--- config.mk ---
export PLATFORM = sky130hd
export DESIGN_NAME = magic_length_frame_deframer
export DESIGN_NICKNAME = d
export VERILOG_FILES = /design/src/rtl/mlfd_pkg.sv /design/src/rtl/magic_length_frame_deframer.sv
export SDC_FILE = /design/constraint.sdc
export NUM_CORES = 1
export LEC_CHECK = 0
export ABC_CLOCK_PERIOD_IN_PS = 5100
export CAP_MARGIN = 20
export CORE_MARGIN = 2
export CORE_UTILIZATION = 28
export CTS_CLUSTER_SIZE = 30
export DETAILED_ROUTE_END_ITERATION = 10
export DONT_BUFFER_PORTS = 1
export MAX_ROUTING_LAYER = met4
export PLACE_DENSITY = 0.5
export RECOVER_POWER = 100
export SYNTH_ARGS = -nofsm -noshare
export SYNTH_HDL_FRONTEND = slang
export SYNTH_SLANG_ARGS = --single-unit
--- constraint.sdc ---
create_clock -name clk -period 5.1 [get_ports clk]
set_clock_uncertainty 0.1 [all_clocks]
set_input_delay 1.02 -clock clk [delete_from_list [all_inputs] [get_ports clk]]
set_output_delay 1.02 -clock clk [all_outputs]
set_load 0.05 [all_outputs]
--- src/rtl/mlfd_pkg.sv ---
// Shared constants and types for the sync word, length-prefixed frame deframer.
package mlfd_pkg;

    localparam int BUF_BYTES_DEF    = 1024;
    localparam int HEADER_BYTES_DEF = 16;

    localparam int SYNC_LEN    = 4;
    localparam int LEN_OFFSET  = 12;
    localparam int FRAME_LEN_W = 11;
    localparam int BYTE_W      = 8;
    localparam int LOW_LEN_W   = 24;

    localparam logic [BYTE_W-1:0] SYNC_WORD [SYNC_LEN] = '{8'h53, 8'h51, 8'h44, 8'h50};

    typedef enum logic [1:0] {
        STATUS_COLLECT   = 2'd0,
        STATUS_COMPLETE  = 2'd1,
        STATUS_LEN_ERROR = 2'd2
    } status_t;

endpackage

--- src/rtl/magic_length_frame_deframer.sv ---
// Byte-stream deframer that finds a sync word and tracks a length-prefixed frame.
//
// Usage: each input request on in_valid/in_ready carries one received byte on rx_byte.
// Every byte produces exactly one output request on out_valid/out_ready with a
// status code (collecting, frame complete, length error) and frame_len, the number
// of bytes held after that byte, so a consumer can store the byte at frame_len-1.
// The block hunts for the four-byte sync word; a mismatch in the sync word restarts
// the frame. Header bytes 12 to 15 give the little-endian payload length, and a
// frame whose header plus payload exceeds BUF_BYTES is dropped with a length error.
// A byte accepted enters the input register; its result is then registered in the
// result register when that is empty or being read. Throughput: one byte per cycle
// while out_ready stays high, set by the frame counter update between the two registers.
// Stall: while out_ready is low the result register holds, the input register takes
// one more byte, and in_ready then stays low until the result is taken.
// Reset: all framing state clears to hunting with an empty frame and both the input
// and result registers empty.
module magic_length_frame_deframer #(
    parameter int BUF_BYTES    = mlfd_pkg::BUF_BYTES_DEF,
    parameter int HEADER_BYTES = mlfd_pkg::HEADER_BYTES_DEF
) (
    input  logic                             clk,
    input  logic                             rst_n,
    input  logic                             in_valid,
    output logic                             in_ready,
    input  logic [mlfd_pkg::BYTE_W-1:0]      rx_byte,
    output logic                             out_valid,
    input  logic                             out_ready,
    output logic [1:0]                       status,
    output logic [mlfd_pkg::FRAME_LEN_W-1:0] frame_len
);

    localparam int CW = $clog2(BUF_BYTES + 1);
    localparam int FW = mlfd_pkg::FRAME_LEN_W;
    localparam logic [31:0] MAX_PAYLOAD = 32'(BUF_BYTES - HEADER_BYTES);

    logic                            s1_valid_reg;
    logic [mlfd_pkg::BYTE_W-1:0]     s1_byte_reg;
    logic                            out_valid_reg;
    logic                            out_valid_next;
    mlfd_pkg::status_t               status_reg;
    mlfd_pkg::status_t               status_next;
    logic [FW-1:0]                   frame_len_reg;
    logic [FW-1:0]                   frame_len_next;
    logic [CW-1:0]                   held_reg;
    logic [CW-1:0]                   held_next;
    logic [CW-1:0]                   target_reg;
    logic [CW-1:0]                   target_next;
    logic [mlfd_pkg::LOW_LEN_W-1:0]  low_reg;
    logic [mlfd_pkg::LOW_LEN_W-1:0]  low_next;
    logic [mlfd_pkg::BYTE_W-1:0]     top_reg;
    logic [mlfd_pkg::BYTE_W-1:0]     top_next;

    logic                            advance;
    logic [CW-1:0]                   pos;
    logic                            hunt;
    logic                            sync_ok;
    logic [CW-1:0]                   held_step;
    logic [31:0]                     payload;
    logic [CW-1:0]                   target_step;
    logic [FW+CW-1:0]                flen_wide;

    assign advance   = s1_valid_reg && (!out_valid_reg || out_ready);
    assign in_ready  = !s1_valid_reg || advance;
    assign out_valid = out_valid_reg;
    assign status    = status_reg;
    assign frame_len = frame_len_reg;

    assign pos     = held_reg;
    assign hunt    = pos < CW'(mlfd_pkg::SYNC_LEN);
    assign sync_ok = s1_byte_reg == mlfd_pkg::SYNC_WORD[pos[1:0]];

    always_comb
    begin
        held_next      = held_reg;
        target_next    = target_reg;
        low_next       = low_reg;
        top_next       = top_reg;
        out_valid_next = out_valid_reg && !out_ready;
        status_next    = status_reg;
        frame_len_next = frame_len_reg;
        held_step      = pos + CW'(1);
        payload        = '0;
        target_step    = target_reg;
        flen_wide      = '0;

        if (advance)
        begin
            out_valid_next = 1'b1;
            if (pos >= CW'(BUF_BYTES))
            begin
                held_next      = '0;
                target_next    = '0;
                low_next       = '0;
                top_next       = '0;
                status_next    = mlfd_pkg::STATUS_LEN_ERROR;
                frame_len_next = '0;
            end
            else
            begin
                if (hunt && !sync_ok)
                begin
                    held_step = (s1_byte_reg == mlfd_pkg::SYNC_WORD[0]) ? CW'(1) : CW'(0);
                    low_next  = '0;
                    top_next  = '0;
                    target_step = '0;
                end
                else if (!hunt && pos >= CW'(mlfd_pkg::LEN_OFFSET)
                         && pos < CW'(mlfd_pkg::LEN_OFFSET + 3))
                begin
                    case (pos[1:0])
                        2'd0:    low_next[7:0]   = s1_byte_reg;
                        2'd1:    low_next[15:8]  = s1_byte_reg;
                        2'd2:    low_next[23:16] = s1_byte_reg;
                        default: low_next        = low_reg;
                    endcase
                end

                if (held_step == CW'(mlfd_pkg::LEN_OFFSET + 4)
                    && held_step < CW'(HEADER_BYTES))
                begin
                    top_next = s1_byte_reg;
                end

                flen_wide = {{FW{1'b0}}, held_step};
                if (held_step == CW'(HEADER_BYTES))
                begin
                    payload = {(pos == CW'(mlfd_pkg::LEN_OFFSET + 3)) ? s1_byte_reg : top_reg,
                               low_reg};
                    target_step = CW'(HEADER_BYTES) + payload[CW-1:0];
                end

                if (held_step == CW'(HEADER_BYTES) && payload > MAX_PAYLOAD)
                begin
                    held_next      = '0;
                    target_next    = '0;
                    low_next       = '0;
                    top_next       = '0;
                    status_next    = mlfd_pkg::STATUS_LEN_ERROR;
                    frame_len_next = '0;
                end
                else if (held_step >= CW'(HEADER_BYTES) && target_step != '0
                         && held_step >= target_step)
                begin
                    held_next      = '0;
                    target_next    = '0;
                    low_next       = '0;
                    top_next       = '0;
                    status_next    = mlfd_pkg::STATUS_COMPLETE;
                    frame_len_next = flen_wide[FW-1:0];
                end
                else
                begin
                    held_next      = held_step;
                    target_next    = target_step;
                    status_next    = mlfd_pkg::STATUS_COLLECT;
                    frame_len_next = flen_wide[FW-1:0];
                end
            end
        end
    end

    always_ff @(posedge clk or negedge rst_n)
    begin
        if (!rst_n)
        begin
            s1_valid_reg  <= 1'b0;
            out_valid_reg <= 1'b0;
            held_reg      <= '0;
            target_reg    <= '0;
            low_reg       <= '0;
            top_reg       <= '0;
        end
        else
        begin
            if (in_ready)
            begin
                s1_valid_reg <= in_valid;
            end
            out_valid_reg <= out_valid_next;
            held_reg      <= held_next;
            target_reg    <= target_next;
            low_reg       <= low_next;
            top_reg       <= top_next;
        end
    end

    always_ff @(posedge clk)
    begin
        if (in_valid && in_ready)
        begin
            s1_byte_reg <= rx_byte;
        end
        status_reg    <= status_next;
        frame_len_reg <= frame_len_next;
    end

    // A dropped frame always reports an empty length.
    assert property (@(posedge clk) disable iff (!rst_n)
        (out_valid && status == mlfd_pkg::STATUS_LEN_ERROR) |-> frame_len == '0)
        else $error("length error reported with nonzero frame length");

    // Once the header is complete the frame length must be known.
    assert property (@(posedge clk) disable iff (!rst_n)
        (held_reg >= CW'(HEADER_BYTES)) |-> target_reg != '0)
        else $error("header held without a known frame length");

    assert property (@(posedge clk) disable iff (!rst_n)
        (advance && status_next == mlfd_pkg::STATUS_COMPLETE) |=> held_reg == '0)
        else $error("frame not cleared after completion");

    assert property (@(posedge clk) disable iff (!rst_n)
        held_reg <= CW'(BUF_BYTES))
        else $error("held count beyond buffer size");

    assert property (@(posedge clk) disable iff (!rst_n)
        !s1_valid_reg |-> in_ready)
        else $error("input stalled with an empty input register");

endmodule
==> results.md <==
Outcome:
- The run finished, with violations left.
- The checks that failed: capacitance limit, slew limit.

Logic synthesis:
- The count of state elements after synthesis is 77.
- The number of warning messages in the yosys log is 0.
- The number of enable-type register cells in the synthesized netlist is 21.
- The cell count after synthesis came out at between 400 and 500.
- After synthesis, the share of flip-flops with an asynchronous set or reset is between 70 and 80%.
- Synthesis produced a netlist with a net count of between 400 and 500.
- The average size of a mapped cell is ~10 sq um.
- In this run, distinct cell masters in the synthesized netlist total 54.
- The dominant synthesized flop cell is sky130_fd_sc_hd__dfrtp_1.
- Sequential elements use 48.7% of the synthesized area.
- Summing every instance area after synthesis gives 4170 sq um.

Final layout:
- The area added between synthesis and finish is 11.8%.
- The repair_antennas step left the layout with diodes totalling 0.
- The final layout contains about 440 nets.
- In the layout the commonest cells are 56 x sky130_fd_sc_hd__dfrtp_1, 47 x sky130_fd_sc_hd__nand2_1, 37 x sky130_fd_sc_hd__nor2_1, 24 x sky130_fd_sc_hd__a22o_1, 21 x sky130_fd_sc_hd__edfxtp_1.
- In the final layout, the share of cells above drive strength 1 is about a tenth.
- The most common cell after layout, fill and taps aside is sky130_fd_sc_hd__dfrtp_1.
- The final instance count without filler cells is around 600.
- The filler cells instantiated in the layout total between 1,500 and 2,000.
- The register with the most flip-flops in the layout has 24 of them.

Clock tree:
- The root buffer cell is sky130_fd_sc_hd__clkbuf_16.
- After clock tree synthesis, the clock-pin slew on the worst setup and hold paths is approximately 70 ps.
- CTS saw 77 sinks.
- The clock insertion delay at the later pin of the skew report is around 340 ps.
- TritonCTS built the clock tree.
- Counting the buffers created by CTS gives 9.
- No sink is reached through more buffers than the 2 on the longest clock path.
- The H-tree generated during clock tree synthesis spans 3 levels.
- The count of hold buffers inserted by post-cts repair is 0.

Placement:
- The half-perimeter wire length of the detailed placement result is roughly 7200 microns.
- The global placer's final weighted congestion is roughly 0.84.
- The port buffer count is 0.
- The cell total after placement is 576.
- At the placement stage, the worst setup path has a slack of about 100 ps.

Global route:
- The wire length of the first global-routing pass is approximately 17,000 microns.
- The number of global-route vias before repair is 3,030.
- The initial antenna violation count is 0.
- The remaining global-route overflow is 0.
- Entering global routing, the biggest net connects between 50 and 60 pins.
- The combined global-route utilization of all metal layers is between 10 and 15%.

Worst setup path:
- STA classifies the critical path startpoint as a flip-flop.
- The source of the worst register-to-register timing path is held_reg[0]$_DFFE_PN0P_.
- For this run, the slowest stage of the critical path takes ~430 ps.
- At the worst endpoint, the required time is between 5000 and 6000 ps.
- The number of buffers and inverters on the critical path is 4.
- The worst setup path is of the reg2reg kind.
- Walking the worst path, the cells encountered are inv_1 -> ha_1 -> or3b_1 -> a211oi_2 -> nor3_1 -> a21o_1 -> nor3_4 -> buf_4 -> a21oi_1 -> a21o_1 -> ha_1 -> nand4_1 -> nor2_1 -> o31ai_1 -> a32oi_1 -> o311ai_1 -> nand3b_4 -> buf_4 -> nor3b_4 -> buf_4 -> a22o_1.
- The kind of cell with the highest combined delay along the critical path is compound AO/OA/AOI/OAI gates.
- The most numerous cell on the critical path is sky130_fd_sc_hd__buf_4.
- The launching instance or port of the critical path is held_reg[0]$_DFFE_PN0P_.
- STA classifies the critical path endpoint as a flip-flop.
- The master of the slowest instance on the critical path is sky130_fd_sc_hd__dfrtp_1.
- The arrival time at the worst endpoint is approximately 5000 ps.
- Along the worst path, the maximum fanout reaches 11.

Pwr:
- In this run, flip-flops and latches consume roughly 50% of the power.
- The clock network is responsible for a little under half of the overall power.
- The total power divided by cell area is a little under 300 nW/um^2.
- The leakage dissipation is a little under 2 nW.
- The combinational power share is between 3 and 4%.
- Cell internal power was estimated by the tool at 0.00102 W.
- The maximum VDD drop is between 0.00015 and 0.0002 V.
- The switching power is between 0.0003 and 0.0004 W.
- The total power draw is around 0.0014 W.
- The switching part of the total power is about a quarter.

Worst hold path:
- The class of the tightest hold or removal check is in2async.

Job:
- The number of max-cap violations is 1.

STA:
- The setup violation total in the final timing report is 0.
- Headroom to the max-slew limit came out at -43.6%.
- The number of hold-slack violations in the final timing report was 0.
- The max-slew violation count is between 40 and 50.
- After layout, the worst setup slack is 356 ps.
- The actual slew at the worst max-slew pin is between 2000 and 2500 ps.
- The post-layout minimum cycle time is ~4700 ps.
- The post-route clock period utilization is 93.0%.
- For this run, the top clock speed supported by timing is between 200 and 250 MHz.

Floorplan:
- Once the floorplan was initialized, standard cells occupied roughly 29% of the core.
- The placeable core area is ~15,000 sq um.
- In this run the core area contains 44 standard-cell rows.
- In this run the vertical extent of the chip is approximately 130 microns.
- The floorplan die width is approximately 130 microns.
- The overall die area is about 16,000 sq um.
- For this design the top-level I/O count stands at 27.

Drt:
- The wire length reported by the detailed router is around 10,000 microns.
- The initial DRC count is 253.
- In the routed layout, each cell is associated on average with a via count of about 5.2.
- The detailed-route via count is ~3,100.
- The number of design rule violations left after detail routing is 0.
- The per-cell routed wire length is between 15 and 20 microns.
- The first TritonRoute pass finished after 4 iterations.
- The number of nets with antenna violations after routing is 0.
[cell families (layout without fill, tap and decap cells)]
kind of cell | count (synthesis) | count (layout) | share of synthesized area, %
XOR/XNOR | 15 | 15 | 3.15
multiplexers | 1 | 1 | 0.270
adder cells (fa/ha/maj) | 16 | 16 | 4.80
AO/OA/AOI/OAI | 95 | 95 | 17.5
buffers and inverters | 37 | 45 | 4.14
flip-flops | 77 | 77 | 48.7
AND/OR/NAND/NOR | 165 | 165 | 21.5
[synth_stat cells (7+ instances only)]
library cell,instances,share of area [%]
sky130_fd_sc_hd__a22o_1,24,5.0
sky130_fd_sc_hd__nand3_1,10,1.2
sky130_fd_sc_hd__nand4_1,7,1.0
sky130_fd_sc_hd__nor3_1,11,1.3
sky130_fd_sc_hd__xor2_1,9,1.9
sky130_fd_sc_hd__edfxtp_1,21,15
sky130_fd_sc_hd__and2_1,13,1.9
sky130_fd_sc_hd__ha_1,16,4.8
sky130_fd_sc_hd__o21ai_0,7,0.84
sky130_fd_sc_hd__dfrtp_1,56,34
sky130_fd_sc_hd__a21oi_1,18,2.2
sky130_fd_sc_hd__nand2_1,47,4.2
sky130_fd_sc_hd__clkbuf_1,12,1.1
sky130_fd_sc_hd__nor4_1,13,1.9
sky130_fd_sc_hd__nor2_1,37,3.3
sky130_fd_sc_hd__o31ai_1,18,3.2
sky130_fd_sc_hd__inv_1,13,1.2
[through the flow]
step / utilization [%] / setup TNS, ps / cell area (sq um) / hold slack, ps
final: 32.1 / 0 / 4660 / 265
after global routing: 32.1 / -2.07 / 4660 / 245
after CTS: 32.0 / 0 / 4650 / 257
after detailed placement: 29.9 / 0 / 4350 / 372
after global placement: 29.9 / 0 / 4350 / 372
after floorplan: - / 0 / 4170 / 354
[final cells by class]
cell class                      instances  area, sq um  area share, %
Sequential cell                        77         2030           43.6
Timing Repair Buffer                   14         87.6           1.88
Multi-Input combinational cell        292         1960           42.0
Clock buffer                           10          250           5.37
Clock inverter                          6         50.0           1.07
Inverter                               15         56.3           1.21
Tap cell                              184          230           4.94
[worst paths after layout]
kind	end	depth (start not counted)	slack (ps)
max in group asynchronous	target_reg[9]$_DFFE_PN0P_	0	4530
max reg2reg	low_reg[13]$_DFFE_PN0P_	21	360
min in group clk	top_reg[3]$_DFFE_PN0P_	1	390
max	low_reg[13]$_DFFE_PN0P_	21	360
min	low_reg[10]$_DFFE_PN0P_	0	260
min reg2reg	top_reg[3]$_DFFE_PN0P_	1	390
[routing by layer]
metal | vias to the layer above | part of all wire, % | GRT usage [%]
li1 | 1496 | - | -
met1 | 1521 | 49 | 19.6
met2 | 67 | 45 | 19.5
met3 | 15 | 4.1 | 3.78
met4 | 0 | 1.9 | 4.07
met5 | - | 0 | -
[timing repair]
item / in CTS / in global routing
setup buffers: 0 / 6
setup endpoints to repair: 0 / 49
gates resized for setup: 0 / 3
[power groups by stage]
stage	Clock, W	Combinational [W]	Sequential [W]
2_1_floorplan	0	0.0000306	0.000690
3_3_place_gp	0	0.0000410	0.000695
5_1_grt	0.000686	0.0000465	0.000685
6_report	0.000641	0.0000426	0.000684
4_1_cts	0.000660	0.0000419	0.000684
3_5_place_dp	0	0.0000418	0.000696
Note: power is estimated with default switching activity, not from simulation.
